<file path="src/hw/rtl/aebt_pkg.sv">
package aebt_pkg;

  localparam int ADDR_W = 5;
  localparam int DATA_W = 32;

  localparam logic [2:0] REG_UPPER_LEVEL      = 3'd0;
  localparam logic [2:0] REG_LOWER_LEVEL      = 3'd1;
  localparam logic [2:0] REG_EXPOSURE_STEP    = 3'd2;
  localparam logic [2:0] REG_PULLBACK_STEP    = 3'd3;
  localparam logic [2:0] REG_EXPOSURE_CEILING = 3'd4;
  localparam logic [2:0] REG_EXPOSURE_FLOOR   = 3'd5;

  localparam logic [11:0] UPPER_LEVEL_RST      = 12'd1512;
  localparam logic [11:0] LOWER_LEVEL_RST      = 12'd1210;
  localparam logic [9:0]  EXPOSURE_STEP_RST    = 10'd164;
  localparam logic [11:0] PULLBACK_STEP_RST    = 12'd819;
  localparam logic [15:0] EXPOSURE_CEILING_RST = 16'd32768;
  localparam logic [15:0] EXPOSURE_FLOOR_RST   = 16'd14746;
  localparam logic [15:0] EXPOSURE_RST         = 16'd16384;
  localparam logic [16:0] EXPOSURE_MAX         = 17'h0FFFF;

  localparam int WORD_LUMA_MAX = 744;
  localparam int AVG_W         = 8;

  typedef struct packed {
    logic [11:0] upper_level;
    logic [11:0] lower_level;
    logic [9:0]  exposure_step;
    logic [11:0] pullback_step;
    logic [15:0] exposure_ceiling;
    logic [15:0] exposure_floor;
  } cfg_t;

  function automatic int sum_width(input int samples);
    return $clog2(WORD_LUMA_MAX * samples + 1);
  endfunction

  // each channel read as twice its 5-bit value
  function automatic logic [7:0] pixel_luma(input logic [15:0] px);
    return 8'({px[15:11], 1'b0}) + 8'({px[10:6], 1'b0}) + 8'({px[5:1], 1'b0});
  endfunction

  function automatic logic [9:0] word_luma(input logic [63:0] w);
    return 10'(pixel_luma(w[15:0])) + 10'(pixel_luma(w[31:16]))
         + 10'(pixel_luma(w[47:32])) + 10'(pixel_luma(w[63:48]));
  endfunction

endpackage

</file>
<file path="src/hw/rtl/aebt_if.sv">
interface aebt_in_if;
  logic        valid;
  logic        ready;
  logic [63:0] pixel_word;
  modport source(output valid, output pixel_word, input ready);
  modport sink(input valid, input pixel_word, output ready);
endinterface

interface aebt_out_if;
  logic        valid;
  logic        ready;
  logic [15:0] exposure_value;
  logic [7:0]  average_level;
  modport source(output valid, output exposure_value, output average_level, input ready);
  modport sink(input valid, input exposure_value, input average_level, output ready);
endinterface

</file>
<file path="src/hw/rtl/aebt_cfg_regs.sv">
module aebt_cfg_regs (
  input  logic                       clk,
  input  logic                       rst,
  input  logic                       psel,
  input  logic                       penable,
  input  logic                       pwrite,
  input  logic [aebt_pkg::ADDR_W-1:0] paddr,
  input  logic [aebt_pkg::DATA_W-1:0] pwdata,
  output logic [aebt_pkg::DATA_W-1:0] prdata,
  output logic                       pready,
  output aebt_pkg::cfg_t             cfg
);
  import aebt_pkg::*;

  logic       wr_en;
  logic [2:0] reg_idx;

  assign pready  = 1'b1;
  assign wr_en   = psel && penable && pwrite && pready;
  assign reg_idx = paddr[ADDR_W-1:2];

  always_ff @(posedge clk) begin
    if (rst) begin
      cfg.upper_level      <= UPPER_LEVEL_RST;
      cfg.lower_level      <= LOWER_LEVEL_RST;
      cfg.exposure_step    <= EXPOSURE_STEP_RST;
      cfg.pullback_step    <= PULLBACK_STEP_RST;
      cfg.exposure_ceiling <= EXPOSURE_CEILING_RST;
      cfg.exposure_floor   <= EXPOSURE_FLOOR_RST;
    end else if (wr_en) begin
      case (reg_idx)
        REG_UPPER_LEVEL:      cfg.upper_level      <= pwdata[11:0];
        REG_LOWER_LEVEL:      cfg.lower_level      <= pwdata[11:0];
        REG_EXPOSURE_STEP:    cfg.exposure_step    <= pwdata[9:0];
        REG_PULLBACK_STEP:    cfg.pullback_step    <= pwdata[11:0];
        REG_EXPOSURE_CEILING: cfg.exposure_ceiling <= pwdata[15:0];
        REG_EXPOSURE_FLOOR:   cfg.exposure_floor   <= pwdata[15:0];
        default: ;
      endcase
    end
  end

  always_comb begin
    case (reg_idx)
      REG_UPPER_LEVEL:      prdata = DATA_W'(cfg.upper_level);
      REG_LOWER_LEVEL:      prdata = DATA_W'(cfg.lower_level);
      REG_EXPOSURE_STEP:    prdata = DATA_W'(cfg.exposure_step);
      REG_PULLBACK_STEP:    prdata = DATA_W'(cfg.pullback_step);
      REG_EXPOSURE_CEILING: prdata = DATA_W'(cfg.exposure_ceiling);
      REG_EXPOSURE_FLOOR:   prdata = DATA_W'(cfg.exposure_floor);
      default:              prdata = '0;
    endcase
  end

endmodule

</file>
<file path="src/hw/rtl/aebt_accum.sv">
module aebt_accum #(
  parameter int SAMPLES = 16
) (
  input  logic                                       clk,
  input  logic                                       rst,
  input  logic                                       in_valid,
  output logic                                       in_ready,
  input  logic [63:0]                                pixel_word,
  output logic                                       fs_valid,
  input  logic                                       fs_ready,
  output logic [aebt_pkg::sum_width(SAMPLES)-1:0]    fs_sum
);
  import aebt_pkg::*;

  localparam int SUM_W = sum_width(SAMPLES);
  localparam int IDX_W = (SAMPLES > 1) ? $clog2(SAMPLES) : 1;

  logic [63:0]      word_q;
  logic             s1_valid;
  logic             acc_take;
  logic [SUM_W-1:0] sum;
  logic [SUM_W-1:0] sum_next;
  logic [IDX_W-1:0] idx;
  logic             last;

  assign acc_take = s1_valid && (!fs_valid || fs_ready);
  assign in_ready = !s1_valid || acc_take;
  assign sum_next = sum + SUM_W'(word_luma(word_q));
  assign last     = (idx == IDX_W'(SAMPLES - 1));

  always_ff @(posedge clk) begin
    if (rst) begin
      s1_valid <= 1'b0;
    end else if (in_ready) begin
      s1_valid <= in_valid;
    end
  end

  always_ff @(posedge clk) begin
    if (in_ready && in_valid) begin
      word_q <= pixel_word;
    end
  end

  always_ff @(posedge clk) begin
    if (rst) begin
      sum      <= '0;
      idx      <= '0;
      fs_valid <= 1'b0;
    end else begin
      if (acc_take && last) begin
        fs_valid <= 1'b1;
      end else if (fs_ready) begin
        fs_valid <= 1'b0;
      end
      if (acc_take) begin
        if (last) begin
          sum <= '0;
          idx <= '0;
        end else begin
          sum <= sum_next;
          idx <= idx + 1'b1;
        end
      end
    end
  end

  always_ff @(posedge clk) begin
    if (acc_take && last) begin
      fs_sum <= sum_next;
    end
  end

endmodule

</file>
<file path="src/hw/rtl/aebt_avg_div.sv">
module aebt_avg_div #(
  parameter int SAMPLES = 16
) (
  input  logic                                    clk,
  input  logic                                    rst,
  input  logic                                    fs_valid,
  output logic                                    fs_ready,
  input  logic [aebt_pkg::sum_width(SAMPLES)-1:0] fs_sum,
  output logic                                    avg_valid,
  input  logic                                    avg_ready,
  output logic [aebt_pkg::AVG_W-1:0]              avg
);
  import aebt_pkg::*;

  localparam int SUM_W  = sum_width(SAMPLES);
  localparam int DIV    = 4 * SAMPLES;
  localparam int SH     = SUM_W + 9;
  localparam int MUL_W  = SH - 1;
  localparam int PROD_W = SUM_W + MUL_W;
  localparam logic [MUL_W-1:0] MUL = MUL_W'(((2 ** SH) + DIV - 1) / DIV);

  logic [PROD_W-1:0] prod;
  logic              take;

  // reciprocal multiply, exact for every sum of the frame
  assign prod     = PROD_W'(fs_sum) * PROD_W'(MUL);
  assign fs_ready = !avg_valid || avg_ready;
  assign take     = fs_valid && fs_ready;

  always_ff @(posedge clk) begin
    if (rst) begin
      avg_valid <= 1'b0;
    end else if (fs_ready) begin
      avg_valid <= fs_valid;
    end
  end

  always_ff @(posedge clk) begin
    if (take) begin
      avg <= prod[SH+AVG_W-1:SH];
    end
  end

endmodule

</file>
<file path="src/hw/rtl/aebt_exposure.sv">
module aebt_exposure (
  input  logic                       clk,
  input  logic                       rst,
  input  aebt_pkg::cfg_t             cfg,
  input  logic                       avg_valid,
  output logic                       avg_ready,
  input  logic [aebt_pkg::AVG_W-1:0] avg,
  output logic                       out_valid,
  input  logic                       out_ready,
  output logic [15:0]                exposure_value,
  output logic [aebt_pkg::AVG_W-1:0] average_level
);
  import aebt_pkg::*;

  logic [15:0] exposure_level;
  logic [11:0] lvl;
  logic [15:0] step;
  logic [16:0] inc_sum;
  logic [15:0] e_dec;
  logic [15:0] e_inc;
  logic [15:0] e_adj;
  logic [15:0] e_pb;
  logic [15:0] exposure_level_next;
  logic        take;

  assign avg_ready = !out_valid || out_ready;
  assign take      = avg_valid && avg_ready;

  always_comb begin
    lvl     = {avg, 4'b0000};
    step    = 16'(cfg.exposure_step);
    e_dec   = (exposure_level > step) ? exposure_level - step : '0;
    inc_sum = 17'(exposure_level) + 17'(step);
    e_inc   = (inc_sum > EXPOSURE_MAX) ? EXPOSURE_MAX[15:0] : inc_sum[15:0];
    if (lvl > cfg.upper_level) begin
      e_adj = e_dec;
    end else if (lvl < cfg.lower_level) begin
      e_adj = e_inc;
    end else begin
      e_adj = exposure_level;
    end
    if (e_adj > cfg.exposure_ceiling) begin
      e_pb = (e_adj > 16'(cfg.pullback_step)) ? e_adj - 16'(cfg.pullback_step) : '0;
    end else begin
      e_pb = e_adj;
    end
    exposure_level_next = (e_pb < cfg.exposure_floor) ? cfg.exposure_floor : e_pb;
  end

  always_ff @(posedge clk) begin
    if (rst) begin
      exposure_level <= EXPOSURE_RST;
      out_valid      <= 1'b0;
    end else if (take) begin
      exposure_level <= exposure_level_next;
      out_valid      <= 1'b1;
    end else if (out_ready) begin
      out_valid <= 1'b0;
    end
  end

  always_ff @(posedge clk) begin
    if (take) begin
      average_level <= avg;
    end
  end

  assign exposure_value = exposure_level;

endmodule

</file>
<file path="src/hw/rtl/auto_exposure_brightness_tracker_top.sv">
// auto exposure tracker on sampled framebuffer words
// pixels: one 64-bit word of four rgba16 pixels per transaction (valid/ready)
// result: one transaction per frame of SAMPLES words, carrying the updated
//   q2.14 exposure and the truncated average channel sum of the frame
// apb port: six registers at byte address 4*i; the user must write them only while idle (not enforced)
// throughput: one word per cycle while result.ready holds; four register stages (input,
//   frame sum, reciprocal multiply, exposure update) lie between the last word
//   of a frame and its result
// the exposure update runs once per frame in the output stage, which holds
//   the exposure state
// reset clears the frame sum and word count, loads exposure 1.0 and the
//   register defaults, and empties all stages
// a stalled result holds; stages behind it keep filling until each holds
//   one item, then pixels.ready drops
module auto_exposure_brightness_tracker_top #(
  parameter int SAMPLES = 16
) (
  input  logic                        clk,
  input  logic                        rst,
  aebt_in_if.sink                     pixels,
  aebt_out_if.source                  result,
  input  logic                        psel,
  input  logic                        penable,
  input  logic                        pwrite,
  input  logic [aebt_pkg::ADDR_W-1:0] paddr,
  input  logic [aebt_pkg::DATA_W-1:0] pwdata,
  output logic [aebt_pkg::DATA_W-1:0] prdata,
  output logic                        pready
);
  import aebt_pkg::*;

  localparam int SUM_W = sum_width(SAMPLES);

  cfg_t             cfg;
  logic             fs_valid;
  logic             fs_ready;
  logic [SUM_W-1:0] fs_sum;
  logic             avg_valid;
  logic             avg_ready;
  logic [AVG_W-1:0] avg;

  aebt_cfg_regs u_cfg_regs (
    .clk     (clk),
    .rst     (rst),
    .psel    (psel),
    .penable (penable),
    .pwrite  (pwrite),
    .paddr   (paddr),
    .pwdata  (pwdata),
    .prdata  (prdata),
    .pready  (pready),
    .cfg     (cfg)
  );

  aebt_accum #(.SAMPLES(SAMPLES)) u_accum (
    .clk        (clk),
    .rst        (rst),
    .in_valid   (pixels.valid),
    .in_ready   (pixels.ready),
    .pixel_word (pixels.pixel_word),
    .fs_valid   (fs_valid),
    .fs_ready   (fs_ready),
    .fs_sum     (fs_sum)
  );

  aebt_avg_div #(.SAMPLES(SAMPLES)) u_avg_div (
    .clk       (clk),
    .rst       (rst),
    .fs_valid  (fs_valid),
    .fs_ready  (fs_ready),
    .fs_sum    (fs_sum),
    .avg_valid (avg_valid),
    .avg_ready (avg_ready),
    .avg       (avg)
  );

  aebt_exposure u_exposure (
    .clk            (clk),
    .rst            (rst),
    .cfg            (cfg),
    .avg_valid      (avg_valid),
    .avg_ready      (avg_ready),
    .avg            (avg),
    .out_valid      (result.valid),
    .out_ready      (result.ready),
    .exposure_value (result.exposure_value),
    .average_level  (result.average_level)
  );

endmodule

</file>
<file path="src/flat_wrapper.sv">
// flat-port wrapper written by rule: the top's interface ports become plain ports
module auto_exposure_brightness_tracker_top_flat import aebt_pkg::*;
#(
  parameter int SAMPLES = 16
)
  (clk, rst, psel, penable, pwrite, paddr, pwdata, prdata, pready, pixels_valid, pixels_pixel_word, pixels_ready, result_valid, result_exposure_value, result_average_level, result_ready);
  aebt_in_if pixels_i ();
  aebt_out_if result_i ();
  input  logic clk;
  input  logic rst;
  input  logic psel;
  input  logic penable;
  input  logic pwrite;
  input  logic [aebt_pkg::ADDR_W-1:0] paddr;
  input  logic [aebt_pkg::DATA_W-1:0] pwdata;
  output logic [aebt_pkg::DATA_W-1:0] prdata;
  output logic pready;
  input wire logic [$bits(pixels_i.valid)-1:0] pixels_valid;
  input wire logic [$bits(pixels_i.pixel_word)-1:0] pixels_pixel_word;
  output wire logic [$bits(pixels_i.ready)-1:0] pixels_ready;
  output wire logic [$bits(result_i.valid)-1:0] result_valid;
  output wire logic [$bits(result_i.exposure_value)-1:0] result_exposure_value;
  output wire logic [$bits(result_i.average_level)-1:0] result_average_level;
  input wire logic [$bits(result_i.ready)-1:0] result_ready;
  assign pixels_i.valid = pixels_valid;
  assign pixels_i.pixel_word = pixels_pixel_word;
  assign pixels_ready = pixels_i.ready;
  assign result_valid = result_i.valid;
  assign result_exposure_value = result_i.exposure_value;
  assign result_average_level = result_i.average_level;
  assign result_i.ready = result_ready;
  auto_exposure_brightness_tracker_top #(.SAMPLES(SAMPLES)) u_core (.clk(clk), .rst(rst), .pixels(pixels_i), .result(result_i), .psel(psel), .penable(penable), .pwrite(pwrite), .paddr(paddr), .pwdata(pwdata), .prdata(prdata), .pready(pready));
endmodule
</file>
<file path="config.mk">
export PLATFORM = sky130hd
export DESIGN_NAME = auto_exposure_brightness_tracker_top_flat
export DESIGN_NICKNAME = d
export VERILOG_FILES = /design/src/hw/rtl/aebt_pkg.sv /design/src/hw/rtl/aebt_if.sv /design/src/hw/rtl/aebt_cfg_regs.sv /design/src/hw/rtl/aebt_accum.sv /design/src/hw/rtl/aebt_avg_div.sv /design/src/hw/rtl/aebt_exposure.sv /design/src/hw/rtl/auto_exposure_brightness_tracker_top.sv /design/src/flat_wrapper.sv
export SDC_FILE = /design/constraint.sdc
export NUM_CORES = 1
export LEC_CHECK = 0
export BUFFER_PORTS_ARGS = -buffer_cell sky130_fd_sc_hd__buf_4
export CORE_ASPECT_RATIO = 0.5
export CORE_UTILIZATION = 55
export DETAILED_ROUTE_END_ITERATION = 8
export PLACE_DENSITY = 0.76
export SYNTH_ARGS = -nofsm -noshare
export SYNTH_HDL_FRONTEND = slang
export SYNTH_SLANG_ARGS = --single-unit
export TNS_END_PERCENT = 1
</file>
<file path="constraint.sdc">
create_clock -name clk -period 17.2 [get_ports clk]
set_clock_uncertainty 0.05 [all_clocks]
set_input_delay 1.72 -clock clk [delete_from_list [all_inputs] [get_ports clk]]
set_output_delay 1.72 -clock clk [all_outputs]
set_load 0.01 [all_outputs]
</file>
* After elaboration in Yosys (flattened, before gate mapping)
Cells that the tools add are included.
** Storage, ports and cells
- Latch bits :: 0
- Bits of input ports :: 108
- Logic and storage cells :: 84
- Memories kept :: 0
- Output and inout bits :: 59
- Register bits after elaboration :: 210
- Memory bits (writable) :: 0
- ROM bits :: 0
** Cells by class
- Magnitude comparators :: 7
- Shift-type cells :: 0
- Equal/unequal tests :: 6
- $mul :: 0
- Multiplexer cells :: 14
- Reduce and logical (&&, ||, !) cells :: 24
- Divide/modulo/power cells :: 0
- Bitwise operators :: 0
- Add/sub/neg operators :: 16
** Operators with widths (number)
- $mux 16 :: 7
- $pmux 16 s6 :: 1
- $add 7x6->8 :: 4
- $add 6x6->7 :: 4
- $add 16x10->17 :: 1
- $gt 17x16->1 const B :: 1
- $gt 16x10->1 :: 1
- $gt 16x12->1 :: 1
- $gt 16x16->1 :: 1
- $lt 16x16->1 :: 1
- $sub 16x10->16 :: 1
- $sub 16x12->16 :: 1
- $add 14x10->14 :: 1
- $mux 14 :: 1
- $gt 12x12->1 :: 1
- $lt 12x12->1 :: 1
- $reduce_and 2->1 :: 6
- $add 10x8->10 :: 1
- $add 9x8->10 :: 1
- $add 8x8->9 :: 1
- $logic_and 1x1->1 :: 7
- $eq 3x2->1 const B :: 2
- $eq 3x3->1 const B :: 2
- $add 4x1->4 const B :: 1
- 8 further kinds :: 18

* Logic depth before layout (Yosys ltp)
- Depth after elaboration :: 10
- Depth in mapped cells :: 37
- Mapped depth without buffers :: 33

* By module
Synthesis repeated with hierarchy kept, for this count alone.
** Unflattened totals
- Cell total of the unflattened synthesis :: 1482
- Area, all modules :: 14022.2 um^2
** By module, submodules not included
- aebt_accum :: cells each 366, sequential area each 2572.5 um^2, instances 1, area each 4927.2 um^2
- aebt_exposure :: cells each 663, sequential area each 580.6 um^2, instances 1, area each 4927.2 um^2
- aebt_cfg_regs :: cells each 440, sequential area each 1561.5 um^2, instances 1, area each 3872.5 um^2
- aebt_avg_div :: cells each 13, sequential area each 260.2 um^2, instances 1, area each 295.3 um^2

* Worst setup path before layout
OpenSTA, ideal clock, no wires.
- Path type :: register to register
- From :: register u_core.u_exposure.exposure_level[0] (netlist: u_core.u_exposure.exposure_value[0])
- To :: register u_core.u_exposure.exposure_level[14] (netlist: u_core.u_exposure.exposure_value[14])
- Library setup time :: 0.120 ns
- Required time :: 17.030 ns
- Cell stages (with the launch flop) :: 35
- Clock period less this slack :: 6.984 ns
- Path slack :: 10.216 ns
- Arrival time :: 6.814 ns
- Path buffers :: 2
- Cell sequence :: dfxtp_1 -> inv_1 -> ha_1 -> inv_1 -> fa_1 -> nand3_1 -> a21oi_1 -> o31a_1 -> o211a_1 -> clkbuf_1 -> a221o_1 -> a22o_1 -> ha_1 -> nor2b_1 -> o21ai_0 -> a21boi_0 -> o31ai_1 -> a21oi_1 -> o31a_1 -> or2_1 -> nor2_2 -> buf_2 -> nor2_1 -> ha_1 -> a21o_1 -> a21o_1 -> a21oi_1 -> nor3_1 -> a211o_1 -> a31oi_1 -> nand3_1 -> o21ai_1 -> nor2_4 -> mux2_4 -> a211o_1
** On the way
- Longest elaborated chain between the ends :: 10
- Elaborated cells between the ends (all ways) :: 15
- Those cells by class :: 3 x add/sub; 5 x order compare; 7 x mux
** Ends and longest elaborated chain
- from (decl) :: RTL line aebt_exposure.sv:15 : logic [15:0] exposure_level;
- from (signal assigned) :: RTL line aebt_exposure.sv:55 : exposure_level <= exposure_level_next;
- $add 16x10->17 :: RTL line aebt_exposure.sv:33 : inc_sum = 17'(exposure_level) + 17'(step);
- $gt 17x16->1 :: RTL line aebt_exposure.sv:34 : e_inc = (inc_sum > EXPOSURE_MAX) ? EXPOSURE_MAX[15:0] : inc_sum[15:0];
- $mux 16 :: RTL line aebt_exposure.sv:34
- $mux 16 :: RTL line aebt_exposure.sv:37 : end else if (lvl < cfg.lower_level) begin
- $mux 16 * :: RTL line aebt_exposure.sv:35 : if (lvl > cfg.upper_level) begin
- $sub 16x12->16 or $gt 16x12->1 (tied branches) :: RTL line aebt_exposure.sv:43 : e_pb = (e_adj > 16'(cfg.pullback_step)) ? e_adj - 16'(cfg.pullback_step) : '0;
- $mux 16 :: RTL line aebt_exposure.sv:43
- $mux 16 * :: RTL line aebt_exposure.sv:42 : if (e_adj > cfg.exposure_ceiling) begin
- $lt 16x16->1 :: RTL line aebt_exposure.sv:47 : exposure_level_next = (e_pb < cfg.exposure_floor) ? cfg.exposure_floor : e_pb;
- $mux 16 * :: RTL line aebt_exposure.sv:47
Every way passes the cells marked *; elsewhere a longest branch is shown, timed or not.
A chain may end at the register's enable or synchronous reset.

* Worst setup path after layout
- From :: register u_core.u_cfg_regs.cfg[44] (netlist name)
- To :: register u_core.u_exposure.exposure_level[14] (netlist: u_core.u_exposure.exposure_value[14])
** On the way
- Longest elaborated chain between the ends :: 10
- Elaborated cells between the ends (all ways) :: 15
- Those cells by class :: 3 x add/sub; 5 x order compare; 7 x mux
** Ends and longest elaborated chain (RTL line)
- $add 16x10->17 :: aebt_exposure.sv:33
- $gt 17x16->1 :: aebt_exposure.sv:34
- $mux 16 :: aebt_exposure.sv:34
- $mux 16 :: aebt_exposure.sv:37
- $mux 16 * :: aebt_exposure.sv:35
- $sub 16x12->16 or $gt 16x12->1 (tied branches) :: aebt_exposure.sv:43
- $mux 16 :: aebt_exposure.sv:43
- $mux 16 * :: aebt_exposure.sv:42
- $lt 16x16->1 :: aebt_exposure.sv:47
- $mux 16 * :: aebt_exposure.sv:47
Marks and branches as above.

==> impl_metrics.toml <==
[synth]
synthFlopType = "dfxtp_1"
synth_edf_count = 84
synth.cell_area_sq_um = 12900
ys_seq_area_frac = 0.375
ys_ff_latch = 199
yosys.cell_types.count = 79
ys_warn_count = 0
async_reset_ff_frac = 0
synthCells = 1371
syn_avg_cell_area_sq_um = 9.39

[routing]
first_iter_violations = 1097
drtPass1Iterations = 5
vias_per_cell = 5.92
drc = 0
totalWireLength_um = 33100
wl_per_cell_um = 18.6
vias = 10500
drt.antenna.violating_nets = 0

[final_layout]
synthToLayoutAreaGrowth_pct = 13.2
final_common_cell = "nand2_1"
drive_gt1_frac = 0.133
antenna_cells = 0
final_cell_mix = "nand2_1 (161), buf_4 (140), inv_1 (121), dfxtp_1 (115), nor2_1 (111)"
final_cell_area_sq_um = 14600
fin_cells = 1781
finalNetCount = 1725

[global_routing]
met3_usage = 0.0466
grt-ovfl-total = 0
grt_usage = 0.282
grt_pass1_wl_um = 52000
met1_usage = 0.380
busiest_layer = "met2"
antenna_found_initial = 0
use_met2 = 0.467
grt_max_degree = 85
grt_pass1_vias = 10000

[sta]
tns_ps = 0
setup_slack_ps = 8150
rsz0062_at_grt = "false"
max_slew_margin = 0.209
finalCriticalPeriod_ps = 9050
finalHoldViolCount = 0
max_freq_ghz = 0.111
tightest_slew_ps = 1180
setup_viol = 0
slew_viol_final = 0
finalCritPeriodShare = 0.526

[worst_setup_path]
worstSetupEndpointType = "flop"
required_ps = 17490
crit_arrival_ps = 9340
critical_path_class = "flop to flop"
cpPeakStageDelay_ps = 810
path_max_fanout = 17
worst_path_max_delay_cell = "o21ai_1"
cp-start-kind = "flop"

[pwr]
cellLeakagePower_nw = 5.97
vdd_ir_drop_max_mv = 0.127
power_density_nw_per_um2 = 112

[cts]
cts_resized = 0
path_clk_slew_ps = 80
clock_sinks = 199
cts_tree = "yes"
clockBufferDepth = 2
clockRootBuffer = "clkbuf_16"
post_cts_buffers = 0
clk_latency_ps = 450
numCtsBuffers = 17
htreeDepth = 4
holdBufCountCts = 0

[placement]
dpl_cell_area_sq_um = 14000
dp_cells = 1749
io_buffers = 127
pre_cts_ws_ps = 8360
hpwl_um = 25400
routabilityCongestion = 0.901

[die]
die_x_um = 218
io-pin-count = 167
fp.coreArea_sq_um = 22900
dieArea_sq_um = 24100
die_h_um = 110
initial_core_util = 0.562
num_rows = 39

[worst_hold_path]
hold_class = "flop to flop"

[flow_run]
max-cap-violations = 0

[outcome]
status = "completed"
## worst paths after layout
check / startpoint / to / slack (ps) / cells past startpoint
hold / removal: u_core.u_accum.fs_sum[7] / u_core.u_avg_div.avg[1] / 370 / 0
setup reg to reg: u_core.u_cfg_regs.cfg[44] / u_core.u_exposure.exposure_value[14] / 8150 / 31
hold reg to reg: u_core.u_accum.fs_sum[7] / u_core.u_avg_div.avg[1] / 370 / 0
setup / recovery: u_core.u_cfg_regs.cfg[44] / u_core.u_exposure.exposure_value[14] / 8150 / 31
## cell type report
type,instances,area [sq um]
inverters,122,458
repair buffers,140,1050
multi-input cells,981,7260
fillers,1884,8320
well taps,307,384
flip-flops and latches,199,4820
clock buffers,18,439
clock inverters,14,151
## cells in the mapped netlist (all sizes together) (3+ instances only)
cell type    n  area, sq um
a21o        17          128
a211oi      14          105
a311oi      12          105
nor2b       16          100
nor4         4         25.0
inv        121          454
a211o        3         26.3
nand2b       9         56.3
ha         100         1250
o221a        3         33.8
o21bai       9         67.6
buf         37          219
o21a         9         67.6
xor2        11         96.3
mux2i       44          440
a41o         3         30.0
xnor2       14          123
o31ai        4         30.0
nor3        17          101
a31oi        8         50.1
a221o        3         30.0
a21oi       79          395
nor2       113          434
o21ai       60          300
o221ai      15          131
nand4b       5         58.8
nand3       30          150
dfxtp      115         2300
or3          9         56.3
and2         8         50.1
o22ai       11         68.8
nand2      161          604
mux2         3         37.5
and3         4         25.0
edfxtp      84         2520
a22oi       20          150
or2          4         25.0
clkbuf      47          176
fa          56         1120
o211ai      39          303
nand4       12         75.1
## metal layers
layer,vias to the layer above,wire (um)
li1,5014,-
met1,5080,14500
met2,398,15700
met3,54,2260
met4,0,674
met5,-,0
## stage by stage
stage / hold slack, ps / utilization / total power (W)
after floorplan: 350 / - / 0.00108
after global placement: 353 / 0.611 / 0.00122
after detailed placement: 358 / 0.611 / 0.00125
after CTS: 373 / 0.637 / 0.00165
after global routing: 388 / 0.637 / 0.00175
final: 371 / 0.637 / 0.00164
## state kept, by name, indices dropped and copies added, names as in the netlist
| signal | count |
|---|---|
| u_core.u_accum.fs_sum | 8 |
| u_core.u_accum.word_q | 60 |
| u_core.u_exposure.out_valid | 1 |
| u_core.u_accum.s1_valid | 1 |
| u_core.u_accum.idx | 4 |
| u_core.u_accum.fs_valid | 1 |
| u_core.u_accum.sum | 13 |
| u_core.u_avg_div.avg_valid | 1 |
| u_core.u_exposure.average_level | 8 |
| u_core.u_cfg_regs.cfg | 78 |
| u_core.u_exposure.exposure_value | 16 |
| u_core.u_avg_div.avg | 8 |
## report_power, final
| part | switching [W] | internal (W) |
|---|---|---|
| registers | 0.0000110 | 0.000536 |
| clock network | 0.000202 | 0.000199 |
| logic | 0.000383 | 0.000307 |
## worst max-delay path, delay by kind of cell, from the launching register on
kind / cells / cell delay [ps]
compound gates: 19 / 4780
fa+ha+maj: 4 / 1350
buf+inv: 1 / 60
flops: 1 / 500
mux: 1 / 340
simple gates: 6 / 1840
## cell families after synthesis
group,after synthesis,share of synthesized area
other cells,2,0.000583
mux,48,0.0389
flops,199,0.375
buf+inv,206,0.0663
simple gates,401,0.143
fa+ha+maj,156,0.184
xor+xnor,25,0.0170
compound gates,334,0.175
Power figures use the tool's default switching activity.
